File: config.mk
export PLATFORM = sky130hd
export DESIGN_NAME = tlv_deframer_xor_check_flat
export DESIGN_NICKNAME = d
export VERILOG_FILES = /design/src/tlvdf_pkg.sv /design/src/tlvdf_if.sv /design/src/tlv_deframer_xor_check.sv /design/src/flat_wrapper.sv
export SDC_FILE = /design/constraint.sdc
export NUM_CORES = 1
export LEC_CHECK = 0
export ABC_AREA = 1
export BUFFER_PORTS_ARGS = -buffer_cell sky130_fd_sc_hd__buf_2
export CAP_MARGIN = 0
export CORE_UTILIZATION = 50
export CTS_CLUSTER_SIZE = 25
export DETAILED_ROUTE_END_ITERATION = 8
export MAX_ROUTING_LAYER = met4
export PLACE_DENSITY = 0.69
export SYNTH_ARGS = -nofsm -noshare
export SYNTH_HDL_FRONTEND = slang
export SYNTH_SLANG_ARGS = --single-unit
File: constraint.sdc
create_clock -name clk -period 4.36 [get_ports clk]
set_input_delay 0.872 -clock clk [delete_from_list [all_inputs] [get_ports clk]]
set_output_delay 0.872 -clock clk [all_outputs]
set_load 0.05 [all_outputs]
File: src/tlvdf_pkg.sv
// Package for the TLV deframer with XOR checksum.
// Holds the parse phase type, the result word layout and the known frame types.
// No dependencies.
package tlvdf_pkg;

    typedef enum logic [4:0] {
        PH_TYPE    = 5'b00001,
        PH_LEN_LO  = 5'b00010,
        PH_LEN_HI  = 5'b00100,
        PH_PAYLOAD = 5'b01000,
        PH_CHECK   = 5'b10000
    } phase_t;

    typedef struct packed {
        logic [7:0]  payload_byte;
        logic        payload_valid;
        logic        frame_done;
        logic [7:0]  frame_type;
        logic [15:0] frame_length;
        logic        checksum_ok;
        logic        type_known;
        logic        length_unexpected;
    } result_t;

    localparam logic [7:0] REQ_ROOM  = 8'd5;
    localparam logic [7:0] REQ_PHONE = 8'd6;
    localparam logic [7:0] REQ_MAP   = 8'd7;
    localparam logic [7:0] REQ_QUIZ  = 8'd8;

    function automatic logic is_known_type(input logic [7:0] t);
        return (t == REQ_ROOM) || (t == REQ_PHONE) ||
               (t == REQ_MAP) || (t == REQ_QUIZ);
    endfunction

endpackage

File: src/tlvdf_if.sv
// Valid/ready channel interfaces for the TLV deframer.
// tlvdf_in_if carries received bytes, tlvdf_out_if carries result words.
// No dependencies.
interface tlvdf_in_if;
    logic       valid;
    logic       ready;
    logic [7:0] byte_in;

    modport source (output valid, output byte_in, input ready);
    modport sink   (input valid, input byte_in, output ready);
endinterface

interface tlvdf_out_if;
    logic        valid;
    logic        ready;
    logic [7:0]  payload_byte;
    logic        payload_valid;
    logic        frame_done;
    logic [7:0]  frame_type;
    logic [15:0] frame_length;
    logic        checksum_ok;
    logic        type_known;
    logic        length_unexpected;

    modport source (output valid, output payload_byte, output payload_valid,
                    output frame_done, output frame_type, output frame_length,
                    output checksum_ok, output type_known, output length_unexpected,
                    input ready);
    modport sink   (input valid, input payload_byte, input payload_valid,
                    input frame_done, input frame_type, input frame_length,
                    input checksum_ok, input type_known, input length_unexpected,
                    output ready);
endinterface

File: src/tlv_deframer_xor_check.sv
// Top level of the TLV deframer with XOR checksum.
// Depends on tlvdf_pkg and the channel interfaces in tlvdf_if.sv.
//
// Takes one received byte per word on rx and returns exactly one result word per
// byte on res, one byte per clock cycle unless res stalls. Frames are a type byte, a
// little-endian 16-bit length, the payload and an XOR checksum over all preceding
// bytes of the frame. Payload bytes appear with payload_valid set; the checksum byte
// gives frame_done with type, length, checksum_ok, type_known and length_unexpected.
// The parser state is updated in the cycle a byte is taken and the result is
// registered, in the skid register if the result register stalls. A two-entry output
// stage (result register plus skid register) lets rx stay ready while one result
// waits on res; rx.ready drops only when both entries are full.
module tlv_deframer_xor_check (
    input  logic clk,
    input  logic rst_n,
    tlvdf_in_if.sink    rx,
    tlvdf_out_if.source res
);
    import tlvdf_pkg::*;

    phase_t      phase_reg, phase_next;
    logic [7:0]  type_reg, type_next;
    logic [15:0] len_reg, len_next;
    logic [15:0] remain_reg, remain_next;
    logic [7:0]  chk_reg, chk_next;
    logic [15:0] remain_dec;
    logic [15:0] len_full;
    logic        known;

    result_t     result_next;
    result_t     out_data_reg;
    result_t     skid_data_reg;
    logic        out_valid_reg;
    logic        skid_valid_reg;
    logic        accept;
    logic        out_free;

    assign rx.ready = !skid_valid_reg;
    assign accept   = rx.valid && rx.ready;
    assign out_free = !out_valid_reg || res.ready;

    assign remain_dec = remain_reg - 16'd1;
    assign len_full   = {rx.byte_in, len_reg[7:0]};
    assign known      = is_known_type(type_reg);

    always_comb
    begin
        phase_next  = phase_reg;
        type_next   = type_reg;
        len_next    = len_reg;
        remain_next = remain_reg;
        chk_next    = chk_reg;
        result_next = '0;
        unique case (phase_reg)
            PH_LEN_LO:
            begin
                len_next   = {8'h00, rx.byte_in};
                chk_next   = chk_reg ^ rx.byte_in;
                phase_next = PH_LEN_HI;
            end
            PH_LEN_HI:
            begin
                len_next    = len_full;
                chk_next    = chk_reg ^ rx.byte_in;
                remain_next = len_full;
                phase_next  = (len_full == 16'd0) ? PH_CHECK : PH_PAYLOAD;
            end
            PH_PAYLOAD:
            begin
                result_next.payload_byte  = rx.byte_in;
                result_next.payload_valid = 1'b1;
                chk_next    = chk_reg ^ rx.byte_in;
                remain_next = remain_dec;
                if (remain_dec == 16'd0)
                begin
                    phase_next = PH_CHECK;
                end
            end
            PH_CHECK:
            begin
                result_next.frame_done        = 1'b1;
                result_next.frame_type        = type_reg;
                result_next.frame_length      = len_reg;
                result_next.checksum_ok       = (chk_reg == rx.byte_in);
                result_next.type_known        = known;
                result_next.length_unexpected = known && (len_reg != 16'd0);
                phase_next  = PH_TYPE;
                chk_next    = 8'h00;
                remain_next = 16'd0;
            end
            default:
            begin
                type_next   = rx.byte_in;
                chk_next    = rx.byte_in;
                len_next    = 16'd0;
                remain_next = 16'd0;
                phase_next  = PH_LEN_LO;
            end
        endcase
    end

    always_ff @(posedge clk or negedge rst_n)
    begin
        if (!rst_n)
        begin
            phase_reg  <= PH_TYPE;
            type_reg   <= 8'h00;
            len_reg    <= 16'd0;
            remain_reg <= 16'd0;
            chk_reg    <= 8'h00;
        end
        else if (accept)
        begin
            phase_reg  <= phase_next;
            type_reg   <= type_next;
            len_reg    <= len_next;
            remain_reg <= remain_next;
            chk_reg    <= chk_next;
        end
    end

    // hold a result in the skid entry while the output entry is stalled
    always_ff @(posedge clk or negedge rst_n)
    begin
        if (!rst_n)
        begin
            out_valid_reg  <= 1'b0;
            skid_valid_reg <= 1'b0;
        end
        else if (out_free)
        begin
            if (skid_valid_reg)
            begin
                out_valid_reg  <= 1'b1;
                skid_valid_reg <= 1'b0;
            end
            else
            begin
                out_valid_reg <= accept;
            end
        end
        else if (accept)
        begin
            skid_valid_reg <= 1'b1;
        end
    end

    always_ff @(posedge clk)
    begin
        if (out_free)
        begin
            if (skid_valid_reg)
            begin
                out_data_reg <= skid_data_reg;
            end
            else if (accept)
            begin
                out_data_reg <= result_next;
            end
        end
        else if (accept)
        begin
            skid_data_reg <= result_next;
        end
    end

    assign res.valid             = out_valid_reg;
    assign res.payload_byte      = out_data_reg.payload_byte;
    assign res.payload_valid     = out_data_reg.payload_valid;
    assign res.frame_done        = out_data_reg.frame_done;
    assign res.frame_type        = out_data_reg.frame_type;
    assign res.frame_length      = out_data_reg.frame_length;
    assign res.checksum_ok       = out_data_reg.checksum_ok;
    assign res.type_known        = out_data_reg.type_known;
    assign res.length_unexpected = out_data_reg.length_unexpected;

    a_skid_needs_out: assert property (@(posedge clk) disable iff (!rst_n)
        skid_valid_reg |-> out_valid_reg)
        else $error("skid entry full while output entry empty");

    a_done_excl_payload: assert property (@(posedge clk) disable iff (!rst_n)
        out_valid_reg |-> !(out_data_reg.payload_valid && out_data_reg.frame_done))
        else $error("payload and frame end flagged in one word");

    a_unexp_known: assert property (@(posedge clk) disable iff (!rst_n)
        (out_valid_reg && out_data_reg.length_unexpected) |-> out_data_reg.type_known)
        else $error("length_unexpected set for unknown type");

    a_check_to_type: assert property (@(posedge clk) disable iff (!rst_n)
        (accept && phase_reg == PH_CHECK) |=> (phase_reg == PH_TYPE))
        else $error("checksum byte did not return parser to type phase");

    a_last_payload: assert property (@(posedge clk) disable iff (!rst_n)
        (accept && phase_reg == PH_PAYLOAD && remain_reg == 16'd1)
        |=> (phase_reg == PH_CHECK))
        else $error("last payload byte did not move parser to checksum phase");

endmodule

File: src/flat_wrapper.sv
// flat-port wrapper written by rule: the top's interface ports become plain ports
module tlv_deframer_xor_check_flat import tlvdf_pkg::*;
  (clk, rst_n, rx_valid, rx_byte_in, rx_ready, res_valid, res_payload_byte, res_payload_valid, res_frame_done, res_frame_type, res_frame_length, res_checksum_ok, res_type_known, res_length_unexpected, res_ready);
  tlvdf_in_if rx_i ();
  tlvdf_out_if res_i ();
  input  logic clk;
  input  logic rst_n;
  input wire logic [$bits(rx_i.valid)-1:0] rx_valid;
  input wire logic [$bits(rx_i.byte_in)-1:0] rx_byte_in;
  output wire logic [$bits(rx_i.ready)-1:0] rx_ready;
  output wire logic [$bits(res_i.valid)-1:0] res_valid;
  output wire logic [$bits(res_i.payload_byte)-1:0] res_payload_byte;
  output wire logic [$bits(res_i.payload_valid)-1:0] res_payload_valid;
  output wire logic [$bits(res_i.frame_done)-1:0] res_frame_done;
  output wire logic [$bits(res_i.frame_type)-1:0] res_frame_type;
  output wire logic [$bits(res_i.frame_length)-1:0] res_frame_length;
  output wire logic [$bits(res_i.checksum_ok)-1:0] res_checksum_ok;
  output wire logic [$bits(res_i.type_known)-1:0] res_type_known;
  output wire logic [$bits(res_i.length_unexpected)-1:0] res_length_unexpected;
  input wire logic [$bits(res_i.ready)-1:0] res_ready;
  assign rx_i.valid = rx_valid;
  assign rx_i.byte_in = rx_byte_in;
  assign rx_ready = rx_i.ready;
  assign res_valid = res_i.valid;
  assign res_payload_byte = res_i.payload_byte;
  assign res_payload_valid = res_i.payload_valid;
  assign res_frame_done = res_i.frame_done;
  assign res_frame_type = res_i.frame_type;
  assign res_frame_length = res_i.frame_length;
  assign res_checksum_ok = res_i.checksum_ok;
  assign res_type_known = res_i.type_known;
  assign res_length_unexpected = res_i.length_unexpected;
  assign res_i.ready = res_ready;
  tlv_deframer_xor_check u_core (.clk(clk), .rst_n(rst_n), .rx(rx_i), .res(res_i));
endmodule
==> After elaboration in Yosys (flattened, before gate mapping) <==
Index checks and enable logic that the tools add are counted.
{ "word_totals": {"regBits": 129, "input_bits": 12, "output_inout_bits": 39, "elab_cells": 77} }
{ "op_classes": {"n_addsub": 1, "eq_ne": 10, "mux": 13, "bitwise_logic": 6, "reduce_logical": 23} }
{ "ops": {"columns": ["op", "count"], "rows": [
  ["16-bit case mux with 3 select lines", 2],
  ["37-bit two-way mux", 2],
  ["16-bit zero test", 2],
  ["28-bit two-way mux", 1],
  ["8-bit by 3-bit == test with 1-bit output, second input constant", 3],
  ["5-bit case mux with 4 select lines", 1],
  ["8-bit case mux with 2 select lines", 1],
  ["16-bit nonzero test", 1],
  ["16-bit by 1-bit subtractor with 16-bit output, second input constant", 1],
  ["2-bit AND reduction", 6],
  ["5-bit two-way mux", 2],
  ["9-bit two-way mux", 1],
  ["8-bit by 4-bit == test with 1-bit output, second input constant", 1],
  ["8-bit == test", 1],
  ["8-bit XOR", 1],
  ["5-bit by 2-bit == test with 1-bit output, second input constant", 1],
  ["5-bit by 3-bit == test with 1-bit output, second input constant", 1],
  ["5-bit by 4-bit == test with 1-bit output, second input constant", 1],
  ["5-bit == test, second input constant", 1],
  ["1-bit inverter", 5],
  ["1-bit logical OR", 4],
  ["2-bit nonzero test", 2],
  ["4-bit OR reduction", 1],
  ["1-bit two-way mux", 3],
  ["6 further kinds", 8]
]} }

==> Longest topological paths before layout <==
Gate-level depths: netlist (run 1).
{ "depth": {"ltp_word": 8, "depth_mapped": 15, "mapped_depth_nobuf": 15} }

==> Worst setup path before layout (run 1) <==
OpenSTA, ideal clock, no wires.
{ "synth_path": {"kind": "input to register", "start": "in rx_valid", "end": "reg u_core.skid_data_reg[0] (netlist name) (enable)", "setup_time_ns": 0.431, "arrival_time_ns": 3.134, "t_required_ns": 3.929, "slack_ns": 0.795, "stages": 4, "path_buffers": 0, "path_cell_list": "inv_1 nor2_2 clkinv_1 nor2_1"} }
{ "synth_between": {"elab_chain_len": 2} }
{ "synth_rtl": {"columns": ["item", "line_no", "source"], "rows": [
  ["from (decl)", "flat_wrapper.sv:8", "input wire logic [$bits(rx_i.valid)-1:0] rx_valid;"],
  ["1-bit logical AND", "tlv_deframer_xor_check.sv:39", "assign accept = rx.valid && rx.ready;"],
  ["2-bit AND reduction (no source line)", null, null],
  ["to (signal assigned)", "tlv_deframer_xor_check.sv:163", "skid_data_reg <= result_next;"],
  ["to (decl)", "tlv_deframer_xor_check.sv:32", "result_t skid_data_reg;"]
]} }
Every way passes these cells.
A chain may end at the register's enable or synchronous reset.

==> Worst setup path in the final report (run 1) <==
{ "layout_path": {"start": "reg u_core.skid_valid_reg", "end": "out rx_ready"} }
{ "layout_between": {"elab_chain_len": 1} }
{ "layout_rtl": {"columns": ["item", "line_no", "source"], "rows": [
  ["from (decl)", "tlv_deframer_xor_check.sv:34", "logic skid_valid_reg;"],
  ["from (signal assigned)", "tlv_deframer_xor_check.sv:128", "skid_valid_reg <= 1'b0;"],
  ["from (signal assigned)", "tlv_deframer_xor_check.sv:135", "skid_valid_reg <= 1'b0;"],
  ["from (signal assigned)", "tlv_deframer_xor_check.sv:144", "skid_valid_reg <= 1'b1;"],
  ["1-bit zero test", "tlv_deframer_xor_check.sv:38", "assign rx.ready = !skid_valid_reg;"],
  ["to (decl)", "flat_wrapper.sv:10", "output wire logic [$bits(rx_i.ready)-1:0] rx_ready;"]
]} }
Every way passes these cells.

==> results of run 1 <==
-- path summary, 6_finish.rpt --
| kind | endpoint | slack, ns |
|---|---|---|
| worst max-delay path | rx_ready | 1.57 |
| worst min-delay path | u_core.phase_reg[0] | 0.50 |
| worst max register to register | u_core.len_reg[5] | 1.94 |
| worst min register to register | u_core.phase_reg[0] | 0.50 |
| max in group asynchronous | u_core.type_reg[5] | 3.06 |
| min in group asynchronous | u_core.remain_reg[8] | 0.51 |
-- through the flow --
step / total power, mW / setup WS [ns]
after CTS: 4.52 / 1.56
after floorplan: 2.83 / 0.795
after global routing: 4.79 / 1.46
after detailed placement: 3.17 / 1.64
final: 4.51 / 1.57
after global placement: 3.13 / 1.71
-- kinds of logic after synthesis --
group / share of synthesized area, %
adder cells (fa/ha/maj): 0.420
flip-flops: 60.4
XOR/XNOR: 1.47
AO/OA/AOI/OAI: 6.95
AND/OR/NAND/NOR: 24.7
buffers and inverters: 6.03
-- final cells by class --
cell class	instances	share of cell area, %
sequential	129	52.3
inverter	69	3.77
timing repair buffer	54	4.07
clock buffer	19	6.29
multi-input combinational	423	29.2
clock inverter	13	1.75
tap	143	2.60
-- worst max-delay path: stages (launching register included) --
cell      delay (ns)
dfrtp_1         0.43
buf_4           0.39
clkinv_1        0.13
buf_4           0.27
buf_2           0.26
-- report_power, final --
part | internal (mW) | switching, mW
Combinational | 0.412 | 1.02
Clock | 0.828 | 0.510
Sequential | 1.57 | 0.171
-- placed cells by master, fill, tap and decap left out, types with 3 or more instances in the layout --
cell	netlist	final
xnor2_1	6	6
o21ai_2	8	8
nor2_2	3	4
clkinv_1	2	5
dfrtp_1	54	54
a211oi_1	3	3
nor2_4	2	3
nand2_1	196	196
a21oi_1	16	16
nand3_1	31	31
clkbuf_16	0	17
buf_2	2	50
nor4_1	4	4
clkinv_2	0	5
inv_2	5	5
nand4_1	6	6
nand2_2	3	3
nor2_1	81	79
buf_4	2	4
o21ai_0	30	30
nand3b_1	5	5
inv_1	62	62
a22oi_1	3	3
xor2_1	4	4
o211ai_1	4	4
edfxtp_1	74	74
-- routing by layer --
layer,global-route usage (%),vias to the layer above
li1,-,2210
met1,33.3,2100
met2,32.7,151
met3,5.08,27
met4,10.9,0
met5,-,-
==> impl_results.md, run 1 <==
- Distinct cells, synth: 39
- Die Span X: approximately 110 µm
- Synth warn: 0
- Area occupied by multi-input gates: 2010 µm²
- Initial DRC count: 472
- Top cell type's share of synthesized area: 37.3%
- Worst Path Max Fanout: 40
- Reg-to-reg startpoint: u_core.phase_reg[0]
- Initial antenna violation count: 0
- Max reg flops: 37
- PD cells: 656 nW/µm²
- Top sig layer: met4
- Drt pass-1 iters: 7
- Final hold vios: 0
- I/O pin total: 51
- DP HPWL: 8970 µm
- CP required: 3.49 ns
- Diodes inserted: 0
- Period utilization: 64.1%
- Number of max-cap violations: 0
- Final WL: 13200 µm
- Synth area leader: edfxtp_1
- Htree depth: 4
- Worst-Margin Slew: between 0.9 and 1 ns
- Post-CTS Setup Inserts: 0
- Drt via density: 5.28
- First-pass GRT wire length: about 22000 µm
- VDD IR max: 0.000346 V
- Seq cells post-synth: 129
- Minimum clock period: around 2.8 ns
- CP Capture Type: primary output
- Wire length on met3: 757 µm
- Failing checks: design-rule violations
- Initial Util: 51.7%
- Routed vias: 4488
- Syn Nets: 653
- Setup CP Type: reg -> out
- Post-CTS resize count: 0
- Wirelength per Cell: 15.5 µm
- Most common cell in the synthesized netlist: nand2_1
- CTS Root Cell: clkbuf_16
- Slew headroom: 34.1%
- Outcome: finished with violations
- Pin count of the biggest net entering global routing: 41
- Path depth of the worst reg2reg path: 8
- Setup TNS: 0 ns
- CTS Buf Count: 17
- Clk_lat worst skew: 0.43 ns
- Final hold slack: just under 0.5 ns
- Max-slew violation count: 0
- Post-Synthesis Cell Area: 5960 µm²
- Area delta synth->final: 15.5%
- Die area: 12400 µm²
- Total clock sinks: 129
- Number of global-route vias before repair: 4253
- LEAKAGE: 3.11 nW
- Finished Layout Cells: 850
- RSZ-0062 raised after global routing: false
- Metal2 WL: between 5000 and 6000 µm
- Setup crit start: u_core.skid_valid_reg
- DRT antenna net count: 0
- Synth top area cells: edfxtp_1 37%, dfrtp_1 23%, nand2_1 12%
- Placed Instances: 818
- Worst Hold Class: reg -> reg
- Reg area: 3600 µm²
- Post-synth top cells: 196 x nand2_1, 81 x nor2_1, 74 x edfxtp_1
- Peak Freq: 0.358 GHz
- Hold-fix buffers at CTS: 0
- Die Y: around 110 µm
- Final GP Congestion: between 0.9 and 1
- Placed inst area: 6320 µm²
- IO Port Bufs: 50
- Seq/Total Area, Yosys: between 60% and 70%
- Metal1 wirelength: 6340 µm
- CP Launch Type: register
- WHS Path Cells: 2
- Ys async rst share: 42.6%
- Final Net Count: a little over 700
- TritonCTS clock tree: built
- Remaining Overflow, GRT: 0
- DR DRC count: 10
- Final setup fails: 0
- Final Cell Area: between 6000 and 7000 µm²
- CORE AREA: 11500 µm²
- Global Route Usage Sum: 23.6%
- Deepest clock path buffer count: 2
- EDFF count, synth: 74
- Post-Syn Area per Cell: 9.32 µm²
- Primary FF master, synth: edfxtp_1
- Rows: 39
- Worst-path clk slew: 0.05 ns
- Layout cell share with drive strength beyond 1: 16.0%
- Fill cells: roughly 970
- Final core occ: around 60%
- Cells after Synth: 639
- Min-delay src: u_core.phase_reg[0]
- CP arrival: 1.92 ns
- Final Skew: 0.0101 ns
Note: power is estimated with default switching activity, not from simulation.
==> run 2, diff against run 1 <==
- clock period: 4.36 -> 2.8 ns (I/O delays scaled with it)
==> run 2 against run 1 <==
Effect of this change:
- the flow still finishes with violations (design-rule violations)
- register-to-register slack worse by 1.3 ns
- first-iteration DRC count is 18% higher
- setup slack worse by 0.96 ns
- critical path depth is 4 higher
- utilization is 0.70 points higher
- sequential power is 55% higher
- critical endpoint is now u_core.chk_reg[2]
- largest power group unchanged
==> impl_results.md, run 2 (synthesized netlist as in run 1, its figures left out) <==
- Initial Util: 51.7%
- First-pass GRT wire length: 21500 µm
- RSZ-0062 raised after global routing: false
- CORE AREA: 11500 µm²
- Wirelength per Cell: 15.3 µm
- Most frequent cells in the layout: 196 x nand2_1, 79 x nor2_1, 74 x edfxtp_1
- DP HPWL: 9020 µm
- Crit path max-delay family: simple AND/OR/NAND/NOR gates
- Final core occ: 60.4%
- Die Span X: 111 µm
- Post-CTS resize count: 0
- PD cells: 1030 nW/µm²
- Die area: between 10000 and 15000 µm²
- Final Skew: 0.00902 ns
- Fill cells: 931
- Crit path top cell by count: inv_2
- LEAKAGE: 3.15 nW
- Final setup fails: 0
- Slowest cell on the critical path: dfstp_2
- Slew headroom: 58.2%
- Worst Path Max Fanout: 26
- Rows: 39
- Period utilization: 78.2%
- CP arrival: 2.51 ns
- Final hold slack: 0.139 ns
- Die Y: 111 µm
- CTS Root Cell: clkbuf_16
- Setup TNS: 0 ns
- Diodes inserted: 0
- DR DRC count: 12
- Setup CP Type: reg -> reg
- Comb pwr share: 31.4%
- Worst-Margin Slew: roughly 0.62 ns
- Placed inst area: 6370 µm²
- Global Route Usage Sum: 23.5%
- Sequential share of power: 37.9%
- Post-CTS Setup Inserts: 0
- P_int: 4.43 mW
- Worst path max stage delay: around 0.56 ns
- WP depth: 8
- Outcome: finished with violations
- Remaining Overflow, GRT: 0
- Clk pwr share: 30.7%
- Minimum clock period: 2.19 ns
- Total clock sinks: 129
- Number of global-route vias before repair: 4228
- IO Port Bufs: 50
- Layout cell share with drive strength beyond 1: roughly 17%
- Worst Hold Class: in -> async
- Routed vias: 4527
- Failing checks: design-rule violations
- Peak Freq: 0.456 GHz
- Area occupied by multi-input gates: 2010 µm²
- Max-slew violation count: 0
- Drt pass-1 iters: 7
- Buf/Inv on CP: 2
- VDD IR max: approximately 0.00064 V
- Area delta synth->final: 16.8%
- Total power: 7.16 mW
- I/O pin total: 51
- Htree depth: 4
- Worst path cell trace: nor2_1 -> inv_2 -> nor3_4 -> inv_2 -> nand2_2 -> nor2_4 -> nand2_1 -> o211ai_1
- CP Launch Type: register
- Max reg flops: 37
- Initial antenna violation count: 0
- Path depth of the worst reg2reg path: 8
- Final Net Count: 714
- Final hold vios: 0
- CP required: approximately 3.1 ns
- Reg area: ~3600 µm²
- Final WL: 13100 µm
- Clk_lat worst skew: 0.42 ns
- Deepest clock path buffer count: 2
- TritonCTS clock tree: built
- Number of max-cap violations: 0
- Initial DRC count: around 560
- DRT antenna net count: 0
- Commonest non-fill, non-tap cell in the layout: nand2_1
- CTS Buf Count: 17
- Hold-fix buffers at CTS: 0
- Drt via density: between 5 and 6
- Final GP Congestion: 0.912
- Switching pwr: around 2.7 mW
- Final Cell Area: 6960 µm²
- Sw Share: 38.1%
- CP Capture Type: register
- Pin count of the biggest net entering global routing: 43
- Worst-path clk slew: 0.06 ns
-- run 2: cell count changes in the layout (fill, tap and decap cells not counted) --
cell / previous run / this run
buf_4: 4 / 10
clkinv_2: 5 / 1
clkinv_1: 5 / 2
inv_6: 0 / 3
clkinv_4: 1 / 3
clkinvlp_4: 2 / 4
clkbuf_1: 2 / 1
inv_8: 0 / 1
-- run 2: routing by layer --
| metal | global-route usage, % | wire length [µm] | share of wire [%] |
|---|---|---|---|
| met5 | - | 0 | 0 |
| met4 | 8.02 | 175 | 1.3 |
| met3 | 5.36 | 841 | 6.4 |
| met2 | 34.1 | 5860 | 45 |
| met1 | 32.7 | 6260 | 48 |
-- run 2: worst paths after layout --
path / startpoint / end / slack (ns)
min: rst_n / u_core.remain_reg[9] / 0.14
max in group asynchronous: rst_n / u_core.phase_reg[0] / 1.81
min in group clk: rx_valid / u_core.res.valid / 0.41
max reg2reg: u_core.phase_reg[0] / u_core.chk_reg[2] / 0.61
min reg2reg: u_core.phase_reg[0] / u_core.phase_reg[0] / 0.49
max: u_core.phase_reg[0] / u_core.chk_reg[2] / 0.61
-- run 2: final cells by class --
| cell class | instances | area share [%] |
|---|---|---|
| clock inverters | 14 | 2.28 |
| clock buffers | 18 | 6.17 |
| multi-input cells | 423 | 28.8 |
| flip-flops and latches | 129 | 51.7 |
| repair buffers | 60 | 4.68 |
| inverters | 69 | 3.72 |
| well taps | 143 | 2.57 |
-- run 2: metrics by stage --
step                      cells  worst slack, ns
after floorplan             639           0.0942
after global placement      824            0.754
after detailed placement    824            0.635
after CTS                   856            0.619
after global routing        856            0.426
final                       856            0.609
-- run 2: worst reg2reg max path, delay by kind of cell (launching register included) --
family | cells | cell delay, ns
AOI/OAI and AO/OA | 1 | 0.14
buffers and inverters | 2 | 0.43
DFF | 1 | 0.56
and+or+nand+nor | 5 | 0.96
-- run 2: power by group through the flow --
stage	combinational, mW	sequential, mW	clock (mW)
final	2.25	2.72	2.20
after global routing	2.49	2.77	2.29
after CTS	2.23	2.71	2.22
after detailed placement	2.21	2.74	0
after global placement	2.17	2.73	0
after floorplan	1.55	2.86	0
